<file path="config.mk">
export PLATFORM = sky130hd
export DESIGN_NAME = uadp_message_header_parser
export DESIGN_NICKNAME = d
export VERILOG_FILES = /design/src/rtl/core/uadp_pkg.sv /design/src/rtl/core/uadp_parser.sv /design/src/rtl/core/uadp_queue.sv /design/src/rtl/core/uadp_message_header_parser.sv
export SDC_FILE = /design/constraint.sdc
export NUM_CORES = 1
export LEC_CHECK = 0
export BUFFER_PORTS_ARGS = -buffer_cell sky130_fd_sc_hd__buf_2
export CORE_MARGIN = 2
export CORE_UTILIZATION = 54
export DETAILED_ROUTE_END_ITERATION = 8
export PLACE_DENSITY = 0.81
export SLEW_MARGIN = 40
export SYNTH_ARGS = -nofsm -noshare
export SYNTH_HDL_FRONTEND = slang
export SYNTH_SLANG_ARGS = --single-unit
</file>
<file path="constraint.sdc">
create_clock -name clk -period 11.9 [get_ports clk]
set_input_delay 0 -clock clk [delete_from_list [all_inputs] [get_ports clk]]
set_output_delay 0 -clock clk [all_outputs]
set_load 0.05 [all_outputs]
</file>
<file path="src/rtl/core/uadp_pkg.sv">
`timescale 1ns / 1ps
// Shared types and codes for the UADP message header parser.
// No dependencies; used by uadp_parser, uadp_queue and the top level.
package uadp_pkg;

	localparam int QueueDepth = 2;

	localparam logic [1:0] KIND_HEADER  = 2'd0;
	localparam logic [1:0] KIND_PAYLOAD = 2'd1;
	localparam logic [1:0] KIND_ERROR   = 2'd2;

	typedef enum logic [3:0] {
		ERR_TRUNCATED   = 4'd0,
		ERR_FLAGS1      = 4'd1,
		ERR_PUBID_TYPE  = 4'd2,
		ERR_GROUP_OPTS  = 4'd3,
		ERR_MSG_COUNT   = 4'd4,
		ERR_INVALID     = 4'd5,
		ERR_ENCODING    = 4'd6,
		ERR_DSM_TYPE    = 4'd7,
		ERR_NONE        = 4'd8
	} err_code_t;

	typedef enum logic [17:0] {
		PH_VER     = 18'h00001,
		PH_FLAGS1  = 18'h00002,
		PH_PUBID   = 18'h00004,
		PH_GHDR    = 18'h00008,
		PH_GID     = 18'h00010,
		PH_GVER    = 18'h00020,
		PH_MSGCNT  = 18'h00040,
		PH_WRITER  = 18'h00080,
		PH_DSF1    = 18'h00100,
		PH_DSF2    = 18'h00200,
		PH_SEQ     = 18'h00400,
		PH_TS      = 18'h00800,
		PH_PICO    = 18'h01000,
		PH_STATUS  = 18'h02000,
		PH_MAJ     = 18'h04000,
		PH_MIN     = 18'h08000,
		PH_COUNT   = 18'h10000,
		PH_PAYLOAD = 18'h20000
	} phase_t;

	// option flag bits (some bits are reused once their first meaning is spent)
	localparam int OPT_PUB     = 0;
	localparam int OPT_GROUP   = 1;
	localparam int OPT_PAYLOAD = 2;
	localparam int OPT_FLAGS1  = 3;
	localparam int OPT_DSEQ    = 3;
	localparam int OPT_GID     = 4;
	localparam int OPT_GVER    = 5;
	localparam int OPT_GBAD    = 6;
	localparam int OPT_DSTAT   = 6;
	localparam int OPT_DMAJ    = 7;
	localparam int OPT_DMIN    = 8;
	localparam int OPT_DTS     = 9;
	localparam int OPT_DPICO   = 10;
	localparam int OPT_DSF2    = 11;

	typedef struct packed {
		logic [1:0]  result_kind;
		logic        last_of_message;
		err_code_t   error_code;
		logic [7:0]  payload_byte;
		logic [3:0]  uadp_version;
		logic [3:0]  present_mask;
		logic [1:0]  publisher_id_size_code;
		logic [63:0] publisher_id;
		logic [15:0] wg_ident;
		logic [31:0] wg_revision;
		logic [15:0] dsw_ident;
		logic [15:0] field_count;
	} result_t;

endpackage

</file>
<file path="src/rtl/core/uadp_parser.sv">
`timescale 1ns / 1ps
// Front end: walks the header one byte per accepted cycle into result records.
// Depends on uadp_pkg.
module uadp_parser (
	input  logic               clk,
	input  logic               arst_n,
	input  logic               accept,
	input  logic [7:0]         rx_byte,
	input  logic               end_of_message,
	output logic               res_valid,
	output uadp_pkg::result_t  res
);

	typedef struct packed {
		uadp_pkg::phase_t ph;
		logic             fail;
	} walk_t;

	function automatic logic [4:0] ph_index(input uadp_pkg::phase_t p);
		logic [4:0] idx;
		idx = '0;
		for (int k = 0; k < 18; k++) begin
			if (p[k]) idx = idx | 5'(k);
		end
		return idx;
	endfunction

	// first present section at or after start
	function automatic walk_t walk(input logic [4:0] start, input logic [11:0] f);
		walk_t w;
		logic  done;
		logic  hit;
		w.ph = uadp_pkg::PH_COUNT;
		w.fail = 1'b0;
		done = 1'b0;
		for (int k = 1; k < 16; k++) begin
			hit = 1'b0;
			if (!done && start <= 5'(k)) begin
				case (k)
					1: hit = f[uadp_pkg::OPT_FLAGS1];
					2: hit = f[uadp_pkg::OPT_PUB];
					3: hit = f[uadp_pkg::OPT_GROUP];
					4: hit = f[uadp_pkg::OPT_GID];
					5: hit = f[uadp_pkg::OPT_GVER];
					6: begin
						if (f[uadp_pkg::OPT_GBAD]) w.fail = 1'b1;
						hit = f[uadp_pkg::OPT_GBAD] | f[uadp_pkg::OPT_PAYLOAD];
					end
					7: hit = f[uadp_pkg::OPT_PAYLOAD];
					8: hit = 1'b1;
					9: hit = f[uadp_pkg::OPT_DSF2];
					10: hit = f[uadp_pkg::OPT_DSEQ];
					11: hit = f[uadp_pkg::OPT_DTS];
					12: hit = f[uadp_pkg::OPT_DPICO];
					13: hit = f[uadp_pkg::OPT_DSTAT];
					14: hit = f[uadp_pkg::OPT_DMAJ];
					15: hit = f[uadp_pkg::OPT_DMIN];
					default: hit = 1'b0;
				endcase
				if (hit) begin
					done = 1'b1;
					w.ph = uadp_pkg::phase_t'(18'(1) << k);
				end
			end
		end
		return w;
	endfunction

	uadp_pkg::phase_t phase_q, phase_d;
	logic [2:0]  idx_q, idx_d;
	logic        drop_q, drop_d;
	logic [11:0] flags_q, flags_d;
	logic [1:0]  idsz_q, idsz_d;
	logic [63:0] pub_q, pub_d;
	logic [15:0] gid_q, gid_d;
	logic [31:0] gver_q, gver_d;
	logic [15:0] wid_q, wid_d;
	logic [3:0]  ver_q, ver_d;
	logic [15:0] cnt_q, cnt_d;

	logic        err;
	uadp_pkg::err_code_t ecode;
	logic [2:0]  len_m1;
	logic [5:0]  sh;
	walk_t       w;
	logic        hdr;
	logic        out_v;
	uadp_pkg::result_t r;

	always_comb begin
		sh = {idx_q, 3'b000};
		phase_d = phase_q;
		idx_d = idx_q;
		drop_d = drop_q;
		flags_d = flags_q;
		idsz_d = idsz_q;
		pub_d = pub_q;
		gid_d = gid_q;
		gver_d = gver_q;
		wid_d = wid_q;
		ver_d = ver_q;
		cnt_d = cnt_q;
		err = 1'b0;
		ecode = uadp_pkg::ERR_NONE;
		hdr = 1'b0;
		out_v = 1'b0;
		w = '{ph: uadp_pkg::PH_COUNT, fail: 1'b0};
		len_m1 = 3'd0;

		r = '0;
		r.error_code = uadp_pkg::ERR_NONE;
		r.last_of_message = end_of_message;

		if (drop_q) begin
			if (end_of_message) begin
				drop_d = 1'b0;
				phase_d = uadp_pkg::PH_VER;
				idx_d = '0;
			end
		end else if (phase_q == uadp_pkg::PH_PAYLOAD) begin
			out_v = 1'b1;
			r.result_kind = uadp_pkg::KIND_PAYLOAD;
			r.payload_byte = rx_byte;
			if (end_of_message) begin
				phase_d = uadp_pkg::PH_VER;
				idx_d = '0;
			end
		end else begin
			case (phase_q)
				uadp_pkg::PH_VER: begin
					ver_d = rx_byte[3:0];
					flags_d = {8'd0, rx_byte[7:4]};
					idsz_d = '0;
					pub_d = '0;
					gid_d = '0;
					gver_d = '0;
					wid_d = '0;
					cnt_d = '0;
				end
				uadp_pkg::PH_FLAGS1: begin
					if (rx_byte[7:3] != 5'd0) begin
						err = 1'b1;
						ecode = uadp_pkg::ERR_FLAGS1;
					end else if (flags_q[uadp_pkg::OPT_PUB] && rx_byte[2]) begin
						err = 1'b1;
						ecode = uadp_pkg::ERR_PUBID_TYPE;
					end else if (!rx_byte[2]) begin
						idsz_d = rx_byte[1:0];
					end
				end
				uadp_pkg::PH_PUBID: pub_d = pub_q | (64'(rx_byte) << sh);
				uadp_pkg::PH_GHDR: begin
					if (rx_byte[0]) flags_d[uadp_pkg::OPT_GID] = 1'b1;
					if (rx_byte[1]) flags_d[uadp_pkg::OPT_GVER] = 1'b1;
					if (rx_byte[3:2] != 2'd0) flags_d[uadp_pkg::OPT_GBAD] = 1'b1;
				end
				uadp_pkg::PH_GID: gid_d = gid_q | 16'(16'(rx_byte) << sh[4:0]);
				uadp_pkg::PH_GVER: gver_d = gver_q | (32'(rx_byte) << sh[4:0]);
				uadp_pkg::PH_MSGCNT: begin
					if (rx_byte != 8'd1) begin
						err = 1'b1;
						ecode = uadp_pkg::ERR_MSG_COUNT;
					end
				end
				uadp_pkg::PH_WRITER: wid_d = wid_q | 16'(16'(rx_byte) << sh[4:0]);
				uadp_pkg::PH_DSF1: begin
					if (!rx_byte[0]) begin
						err = 1'b1;
						ecode = uadp_pkg::ERR_INVALID;
					end else if (rx_byte[2:1] != 2'd0) begin
						err = 1'b1;
						ecode = uadp_pkg::ERR_ENCODING;
					end else begin
						flags_d[uadp_pkg::OPT_DSEQ] = rx_byte[3];
						flags_d[uadp_pkg::OPT_DSTAT] = rx_byte[4];
						if (rx_byte[5]) flags_d[uadp_pkg::OPT_DMAJ] = 1'b1;
						if (rx_byte[6]) flags_d[uadp_pkg::OPT_DMIN] = 1'b1;
						if (rx_byte[7]) flags_d[uadp_pkg::OPT_DSF2] = 1'b1;
					end
				end
				uadp_pkg::PH_DSF2: begin
					if (rx_byte[3:0] != 4'd0) begin
						err = 1'b1;
						ecode = uadp_pkg::ERR_DSM_TYPE;
					end else begin
						if (rx_byte[4]) flags_d[uadp_pkg::OPT_DTS] = 1'b1;
						if (rx_byte[5]) flags_d[uadp_pkg::OPT_DPICO] = 1'b1;
					end
				end
				uadp_pkg::PH_COUNT: cnt_d = cnt_q | 16'(16'(rx_byte) << sh[4:0]);
				default: ;
			endcase

			case (phase_q)
				uadp_pkg::PH_PUBID: len_m1 = 3'((4'd1 << idsz_q) - 4'd1);
				uadp_pkg::PH_TS: len_m1 = 3'd7;
				uadp_pkg::PH_GVER, uadp_pkg::PH_MAJ, uadp_pkg::PH_MIN: len_m1 = 3'd3;
				uadp_pkg::PH_GID, uadp_pkg::PH_WRITER, uadp_pkg::PH_SEQ, uadp_pkg::PH_PICO,
				uadp_pkg::PH_STATUS, uadp_pkg::PH_COUNT: len_m1 = 3'd1;
				default: len_m1 = 3'd0;
			endcase

			if (!err) begin
				if (idx_q != len_m1) begin
					idx_d = idx_q + 3'd1;
				end else begin
					idx_d = '0;
					if (phase_q == uadp_pkg::PH_COUNT) begin
						hdr = 1'b1;
					end else begin
						w = walk(ph_index(phase_q) + 5'd1, flags_d);
						if (w.fail) begin
							err = 1'b1;
							ecode = uadp_pkg::ERR_GROUP_OPTS;
						end else begin
							phase_d = w.ph;
						end
					end
				end
			end

			if (err) begin
				out_v = 1'b1;
				r.result_kind = uadp_pkg::KIND_ERROR;
				r.error_code = ecode;
				phase_d = uadp_pkg::PH_VER;
				idx_d = '0;
				drop_d = !end_of_message;
			end else if (hdr) begin
				out_v = 1'b1;
				r.result_kind = uadp_pkg::KIND_HEADER;
				r.uadp_version = ver_d;
				r.present_mask = {flags_d[uadp_pkg::OPT_PAYLOAD],
					flags_d[uadp_pkg::OPT_GROUP] & flags_d[uadp_pkg::OPT_GVER],
					flags_d[uadp_pkg::OPT_GROUP] & flags_d[uadp_pkg::OPT_GID],
					flags_d[uadp_pkg::OPT_PUB]};
				r.publisher_id_size_code = flags_d[uadp_pkg::OPT_PUB] ? idsz_d : 2'd0;
				r.publisher_id = flags_d[uadp_pkg::OPT_PUB] ? pub_d : 64'd0;
				r.wg_ident = gid_d;
				r.wg_revision = gver_d;
				r.dsw_ident = wid_d;
				r.field_count = cnt_d;
				phase_d = end_of_message ? uadp_pkg::PH_VER : uadp_pkg::PH_PAYLOAD;
			end else if (end_of_message) begin
				out_v = 1'b1;
				r.result_kind = uadp_pkg::KIND_ERROR;
				r.error_code = uadp_pkg::ERR_TRUNCATED;
				phase_d = uadp_pkg::PH_VER;
				idx_d = '0;
			end
		end
	end

	assign res_valid = accept & out_v;
	assign res = r;

	always_ff @(posedge clk or negedge arst_n) begin
		if (!arst_n) begin
			phase_q <= uadp_pkg::PH_VER;
			idx_q <= '0;
			drop_q <= 1'b0;
			flags_q <= '0;
		end else if (accept) begin
			phase_q <= phase_d;
			idx_q <= idx_d;
			drop_q <= drop_d;
			flags_q <= flags_d;
		end
	end

	always_ff @(posedge clk) begin
		if (accept) begin
			idsz_q <= idsz_d;
			pub_q <= pub_d;
			gid_q <= gid_d;
			gver_q <= gver_d;
			wid_q <= wid_d;
			ver_q <= ver_d;
			cnt_q <= cnt_d;
		end
	end

endmodule

</file>
<file path="src/rtl/core/uadp_queue.sv">
`timescale 1ns / 1ps
// Back end: short result queue whose head drives the output channel.
// Depends on uadp_pkg.
module uadp_queue #(
	parameter int Depth = uadp_pkg::QueueDepth
) (
	input  logic              clk,
	input  logic              arst_n,
	input  logic              push,
	input  uadp_pkg::result_t push_data,
	output logic              full,
	output logic              out_valid,
	input  logic              out_ready,
	output uadp_pkg::result_t head
);

	localparam int AW = (Depth > 1) ? $clog2(Depth) : 1;
	localparam int CW = $clog2(Depth + 1);

	uadp_pkg::result_t mem_q [Depth];
	logic [AW-1:0] wr_q, rd_q;
	logic [CW-1:0] cnt_q;
	logic pop;

	assign full = (cnt_q == CW'(Depth));
	assign out_valid = (cnt_q != '0);
	assign pop = out_valid & out_ready;
	assign head = mem_q[rd_q];

	function automatic logic [AW-1:0] inc(input logic [AW-1:0] p);
		return (p == AW'(Depth - 1)) ? '0 : p + AW'(1);
	endfunction

	always_ff @(posedge clk) begin
		if (push) mem_q[wr_q] <= push_data;
	end

	always_ff @(posedge clk or negedge arst_n) begin
		if (!arst_n) begin
			wr_q <= '0;
			rd_q <= '0;
			cnt_q <= '0;
		end else begin
			if (push) wr_q <= inc(wr_q);
			if (pop) rd_q <= inc(rd_q);
			if (push && !pop) cnt_q <= cnt_q + CW'(1);
			else if (pop && !push) cnt_q <= cnt_q - CW'(1);
		end
	end

endmodule

</file>
<file path="src/rtl/core/uadp_message_header_parser.sv">
`timescale 1ns / 1ps
// Top level of the UADP network message header parser.
// Depends on uadp_pkg, uadp_parser and uadp_queue.
//
// Takes one message byte per request and walks the UADP headers: version and
// flags, extended flags 1, publisher id, group header, payload header and
// dataset flags, skipping unused optional fields. After the second byte of the
// field count it emits one header result; every later byte of the message is
// passed through as a payload result. An unsupported option or a message that
// ends early gives one error result, and the rest of that message is dropped.
// Throughput is one byte per clock: the header walk takes one state step per
// byte, so a byte is taken every cycle while the result queue (QueueDepth
// entries) has room. Results are registered in the queue before the output.
// Each byte produces at most one result.
module uadp_message_header_parser #(
	parameter int QueueDepth = uadp_pkg::QueueDepth
) (
	input  logic        clk,
	input  logic        arst_n,
	input  logic        in_valid,
	output logic        in_ready,
	input  logic [7:0]  rx_byte,
	input  logic        end_of_message,
	output logic        out_valid,
	input  logic        out_ready,
	output logic [1:0]  result_kind,
	output logic        last_of_message,
	output logic [3:0]  error_code,
	output logic [7:0]  payload_byte,
	output logic [3:0]  uadp_version,
	output logic [3:0]  present_mask,
	output logic [1:0]  publisher_id_size_code,
	output logic [63:0] publisher_id,
	output logic [15:0] wg_ident,
	output logic [31:0] wg_revision,
	output logic [15:0] dsw_ident,
	output logic [15:0] field_count
);

	logic accept;
	logic full;
	logic res_valid;
	uadp_pkg::result_t res;
	uadp_pkg::result_t head;

	// a byte is only taken while a queue slot is free for its result
	assign in_ready = !full;
	assign accept = in_valid & in_ready;

	uadp_parser u_front (
		.clk(clk),
		.arst_n(arst_n),
		.accept(accept),
		.rx_byte(rx_byte),
		.end_of_message(end_of_message),
		.res_valid(res_valid),
		.res(res)
	);

	uadp_queue #(
		.Depth(QueueDepth)
	) u_back (
		.clk(clk),
		.arst_n(arst_n),
		.push(res_valid),
		.push_data(res),
		.full(full),
		.out_valid(out_valid),
		.out_ready(out_ready),
		.head(head)
	);

	assign result_kind = head.result_kind;
	assign last_of_message = head.last_of_message;
	assign error_code = head.error_code;
	assign payload_byte = head.payload_byte;
	assign uadp_version = head.uadp_version;
	assign present_mask = head.present_mask;
	assign publisher_id_size_code = head.publisher_id_size_code;
	assign publisher_id = head.publisher_id;
	assign wg_ident = head.wg_ident;
	assign wg_revision = head.wg_revision;
	assign dsw_ident = head.dsw_ident;
	assign field_count = head.field_count;

endmodule
</file>
* Word level (Yosys, flattened, before mapping) *
Memories as Yosys holds them, arrays and structs flattened.
Cells that the tools add are included.

word-level totals
  register bits after elaboration = 188
  bits in writable memories = 338
  bits of input ports = 13
  output and inout port bits = 171
  memories kept = 1

operators by class
  add/subtract/negate cells = 7
  $lt $le $gt $ge = 15
  equality and inequality tests = 25
  shifts and indexed selects = 4
  multiplexer cells = 378
  bitwise gates (word level) = 13
  reductions and logical operators = 45

memories
  memory        depth  bits a word  rd ports  clocked after Yosys merged registers in  write ports  RTL line          text
  u_back.mem_q  2      169          1         0                                        1            uadp_queue.sv:20  uadp_pkg::result_t mem_q [Depth];

operator list
  kind                    number
  $mux W18                49
  $mux W154               3
  $mux W1                 236
  $mux W166               1
  $pmux W64 S2            1
  $mux W19                6
  $pmux W16 S2            3
  $mux W4                 23
  $mux W64                1
  $or A64 B64 Y64         1
  $pmux W32 S2            1
  $shl A8 B6 Y64          1
  $mux W3                 19
  $or A16 B16 Y16         3
  $le A5 B4 Y1 const B    8
  $mux W5                 7
  $mux W2                 16
  $or A32 B32 Y32         1
  $shl A8 B5 Y32          1
  $le A5 B3 Y1 const B    4
  $eq A18 B1 Y1 const B   1
  $eq A18 B10 Y1 const B  1
  $eq A18 B11 Y1 const B  1
  $eq A18 B12 Y1 const B  1
  other kinds (49)        98

* Depth between registers and ports, before layout *
  word-level depth = 251
  gate-level depth with buffers = 17
  mapped depth without buffers = 15

* Cells and area by module *
A second synthesis with hierarchy kept.

second synthesis, totals
  cells, all modules = 1562
  area, all modules = 23156.0 um2

by module, submodules not included
  module                      times used  cells each  area an instance (um2)
  uadp_queue                  1           542         12787.3
  uadp_parser                 1           1018        10358.7
  uadp_message_header_parser  1           2           10.0

* Worst setup path before layout *
No wires, ideal clock.

  path type = register to register
  start point = register u_front.phase_q[11]
  end point = memory u_back.mem_q[1][0] in the netlist's numbering, enable pin
  library setup time = 0.754 ns
  arrival time = 11.065 ns
  path slack = 0.081 ns
  stages on the path, launching flop included = 13
  path buffers = 2
  clock period less this slack = 11.819 ns
  path through = dfrtp_1 clkbuf_1 nor4_1 nand3_1 ha_1 inv_1 o311ai_0 o21ai_0 nand2_1 or4_1 clkbuf_1 o31a_1 a21oi_1

between the ends
  word-level cells in the longest chain between the ends = 72
  elaborated cells on any way between the ends = 156
  classes of those cells = 1 x add/sub; 6 x order compare; 19 x eq/ne; 117 x mux; 1 x bitwise; 12 x reduce/logical

ends and longest elaborated chain
  item                             RTL line            text
  from (decl)                      uadp_parser.sv:69   uadp_pkg::phase_t phase_q, phase_d;
  from (signal assigned)           uadp_parser.sv:259  phase_q <= uadp_pkg::PH_VER;
  from (signal assigned)           uadp_parser.sv:264  phase_q <= phase_d;
  $mux W4 (5 in a row)             uadp_parser.sv:23   if (p[k]) idx = idx | 5'(k);
  $mux W5 (2 in a row)             uadp_parser.sv:23
  $mux W5                          uadp_parser.sv:208  if (phase_q == uadp_pkg::PH_COUNT) begin
  $mux W5                          uadp_parser.sv:204  if (idx_q != len_m1) begin
  $mux W5                          uadp_parser.sv:203  if (!err) begin
  $mux W5                          uadp_parser.sv:120  end else if (phase_q == uadp_pkg::PH_PAYLOAD) begin
  $mux W5                          uadp_parser.sv:114  if (drop_q) begin
  $add A5 B1 Y5                    uadp_parser.sv:211  w = walk(ph_index(phase_q) + 5'd1, flags_d);
  (+51 left out)                   --
  $mux W1                          uadp_parser.sv:120
  $mux W1                          uadp_parser.sv:114
  $mux W1                          uadp_parser.sv:222  if (err) begin
  $mux W1 *                        uadp_parser.sv:120
  $mux W1 *                        uadp_parser.sv:114
  $and A1 B1 Y1 *                  uadp_parser.sv:254  assign res_valid = accept & out_v;
  $mux W1 *                        uadp_queue.sv:35    if (push) mem_q[wr_q] <= push_data;
  $mux W1 (implied by the code) *  uadp_queue.sv:35
  to (decl)                        uadp_queue.sv:20

Every way passes the cells marked *; elsewhere a longest branch is shown, timed or not. The select of a mux whose other input is x is not followed.

* Final worst setup path *
  start point = register u_front.phase_q[7]
  end point = memory u_back.mem_q[1][0] in the netlist's numbering, enable pin

between the ends
  word-level cells in the longest chain between the ends = 76
  elaborated cells on any way between the ends = 160
  classes of those cells = 1 x add/sub; 6 x order compare; 19 x eq/ne; 121 x mux; 1 x bitwise; 12 x reduce/logical

ends and longest elaborated chain
  item                             RTL line
  $mux W3                          uadp_parser.sv:23
  $mux W4 (8 in a row)             uadp_parser.sv:23
  $mux W5 (2 in a row)             uadp_parser.sv:23
  $mux W5                          uadp_parser.sv:208
  $mux W5                          uadp_parser.sv:204
  $mux W5                          uadp_parser.sv:203
  $mux W5                          uadp_parser.sv:120
  $mux W5                          uadp_parser.sv:114
  (+52 left out)                   --
  $mux W1                          uadp_parser.sv:120
  $mux W1                          uadp_parser.sv:114
  $mux W1                          uadp_parser.sv:222
  $mux W1 *                        uadp_parser.sv:120
  $mux W1 *                        uadp_parser.sv:114
  $and A1 B1 Y1 *                  uadp_parser.sv:254
  $mux W1 *                        uadp_queue.sv:35
  $mux W1 (implied by the code) *  uadp_queue.sv:35

Marks and branches as above.

==> metrics.md <==
| Metric | Value |
|---|---|
| Outcome | finished clean |
| WHS | 0.01347 ns |
| CTS tree | yes |
| Global-route wire length before repair | 86370 µm |
| Post-Syn Area | 22790 µm² |
| Vias | 14370 |
| Worst-path cell chain | nor4_4 > nand4_1 > nor2_4 > buf_6 > nor3_1 > or4_1 > o31a_1 > a21oi_4 > buf_6 > buf_6 |
| GR Overflow Total | 0 |
| P_leak | 9.119 nW |
| Placer Congestion | 0.8994 |
| Row count | 75 |
| CP Class | flip-flop to flip-flop |
| Slowest-stage cell, CP | or4_1 |
| Cell taking the most area after synthesis | edfxtp_1 |
| Synth top area share | 64.31% |
| Share of cells above drive strength 1 | 27.64% |
| Yosys warnings | 0 |
| # nets final | 1775 |
| Crit path arrival time | 6.08 ns |
| Prevailing post-synth register cell | edfxtp_1 |
| Port-buffer cells | 183 |
| Worst min path class | primary input to flip-flop |
| Setup Fix Bufs, Post-CTS | 0 |
| Antenna violations before repair | 0 |
| Final core utilization | 62.12% |
| Met1 Use GR | 36.24% |
| Synth async-reset ratio | 7.224% |
| Die H | 209.4 µm |
| Post-synthesis sequential area ratio | 68.49% |
| Via/cell ratio | 6.149 |
| Starting DRC count in detailed routing | 1460 |
| Non-Filler Instances | 2337 |
| H-tree levels | 2 |
| Worst path buffer plus inverter count | 3 |
| Final wirelength | 57320 µm |
| Crit-path max cell delay | 0.66 ns |
| DR WL/cell | 24.53 µm |
| VDD IR max | 235.4 µV |
| Drt drc | 0 |
| Total power | 8.179 mW |
| Fin. Hold Viols | 0 |
| Most frequent cells in the layout | edfxtp_1, buf_2, mux2_2, nor2_1, nor2b_1 |
| Final min period | 5.868 ns |
| Num CTS Buffers | 52 |
| Met2 Use GR | 42.38% |
| Die footprint | 43850 µm² |
| Max Slew Vio Count | 0 |
| # diodes | 0 |
| Post-CTS resize count | 0 |
| TritonRoute pass-1 iters | 7 |
| CP Data Required Time | 12.11 ns |
| Io pins | 184 |
| Most common cell after layout, fill and taps aside | edfxtp_1 |
| Mapped Cells | 1602 |
| Crit. End Element | flip-flop |
| Fin area | 25940 µm² |
| Layout Skew | 0.03764 ns |
| CP Launch Type | flip-flop |
| Number of synthesized flops with an enable pin | 488 |
| Area Growth Syn to Fin | 13.85% |
| CP max FO | 82 |
| Clock Pin Slew Worst Setup and Hold Paths | 0.06 ns |
| Worst setup slack after layout | 6.032 ns |
| Gr busiest metal | met2 |
| GRT Util Overall | 26.03% |
| Root Buffer | clkbuf_16 |
| Register bit total from synthesis | 526 |
| Final setup viols | 0 |
| Netlist cell types | 76 |
| Synth area leaders | edfxtp_1, mux2_2, dfrtp_1 |
| Sink Count | 526 |
| CP top delay family | simple AND/OR/NAND/NOR gates |
| Post-synth net total | 1621 |
| Setup TNS | 0 ns |
| Placed insts | 2235 |
| Vias in the first global route | 14147 |
| Hold_buf cts | 6 |
| DP Worst Slack | 5.754 ns |
| Mean post-synth cell area | 14.22 µm² |
| P per Cell Area | 315.3 nW/µm² |
| Clk_lat worst skew | 0.61 ns |
| Die width | 209.4 µm |
| Initial Util | 54.56% |
| Max Fclk | 170.4 MHz |
| Largest net degree at the start of global routing | 97 |
| Most frequent CP cell | buf_6 |
| Final period util | 49.31% |
| RSZ-0062 raised after global routing | no |
| Met3 Use GR | 3.831% |
| Worst-margin pin slew | 0.8207 ns |
| Longest Clk Path Bufs | 3 |
| Slew Limit Headroom | 45.17% |
| DRT antenna net count | 0 |
| Core area | 41760 µm² |
| Post-DP HPWL | 36220 µm |
| Cell Area, Placed | 24190 µm² |
| Max-cap violations | 0 |
layer usage:
metal | part of all wire [%] | wire [µm]
met3 | 6.6 | 3810
met5 | 0 | 0
met2 | 49 | 28010
met4 | 2.7 | 1564
met1 | 42 | 23940
power breakdown:
group | total, mW | internal [mW] | leakage [nW] | switching (mW)
clock network | 1.60 | 0.917 | 0.802 | 0.688
logic | 3.62 | 1.02 | 3.16 | 2.59
registers | 2.96 | 2.76 | 5.15 | 0.198
total | 8.18 | 4.70 | 9.12 | 3.48
cells by family after synthesis:
| family | Yosys count | synth area share (%) |
|---|---|---|
| AO/OA/AOI/OAI | 265 | 7.995 |
| XOR/XNOR | 9 | 0.3789 |
| adder cells (fa/ha/maj) | 6 | 0.3295 |
| buffers and inverters | 120 | 2.290 |
| flip-flops | 526 | 68.49 |
| multiplexers | 174 | 8.616 |
| AND/OR/NAND/NOR | 502 | 11.90 |
state kept, by name, indices dropped and copies added, names as in the netlist:
name             flops
u_back.cnt_q         2
u_back.mem_q       338
u_back.rd_q          1
u_back.wr_q          1
u_front.cnt_q       16
u_front.drop_q       1
u_front.flags_q     12
u_front.gid_q       16
u_front.gver_q      32
u_front.idsz_q       2
u_front.idx_q        3
u_front.phase_q     18
u_front.pub_q       64
u_front.ver_q        4
u_front.wid_q       16
Yosys cell counts, drive strengths merged, types with 14 or more instances:
master  number
o21ai       38
a22o        64
mux2       171
a21oi       89
nor3        78
nor2b       92
and2        23
clkbuf      85
nand2       84
nor4        17
and3        14
dfrtp       37
nand3       15
edfxtp     488
nor2       126
buf         26
worst paths after layout:
| kind | startpoint | end | slack, ns | cells after the start |
|---|---|---|---|---|
| hold reg to reg | u_back.cnt_q[1]$_DFFE_PN0P_ | u_back.cnt_q[1]$_DFFE_PN0P_ | 0.48 | 1 |
| setup / recovery | u_front.phase_q[7]$_DFFE_PN0P_ | u_back.mem_q[1][0]$_DFFE_PP_ | 6.03 | 10 |
| setup reg to reg | u_front.phase_q[7]$_DFFE_PN0P_ | u_back.mem_q[1][0]$_DFFE_PP_ | 6.03 | 10 |
| hold / removal | rx_byte[1] | u_front.flags_q[5]$_DFFE_PN0P_ | 0.01 | 3 |
| min in group asynchronous | arst_n | u_front.phase_q[0]$_DFFE_PN1P_ | 0.46 | 3 |
| max in group asynchronous | arst_n | u_back.rd_q$_DFFE_PN0P_ | 11.19 | 4 |
tightest hold or removal path, delay by kind of cell:
| kind | cells | cell delay (ns) |
|---|---|---|
| buffers and inverters | 1 | 0.29 |
| AOI/OAI and AO/OA | 2 | 0.27 |
cell type report:
class                           instances  area (µm²)
Inverter                                9       33.78
Tap cell                              539       674.4
Clock inverter                         34       325.3
Clock buffer                           62        1339
Fill cell                            3013       15820
Timing Repair Buffer                  211        1209
Sequential cell                       526       15610
Multi-Input combinational cell        956        6751
(Power assumes the default switching activity.)
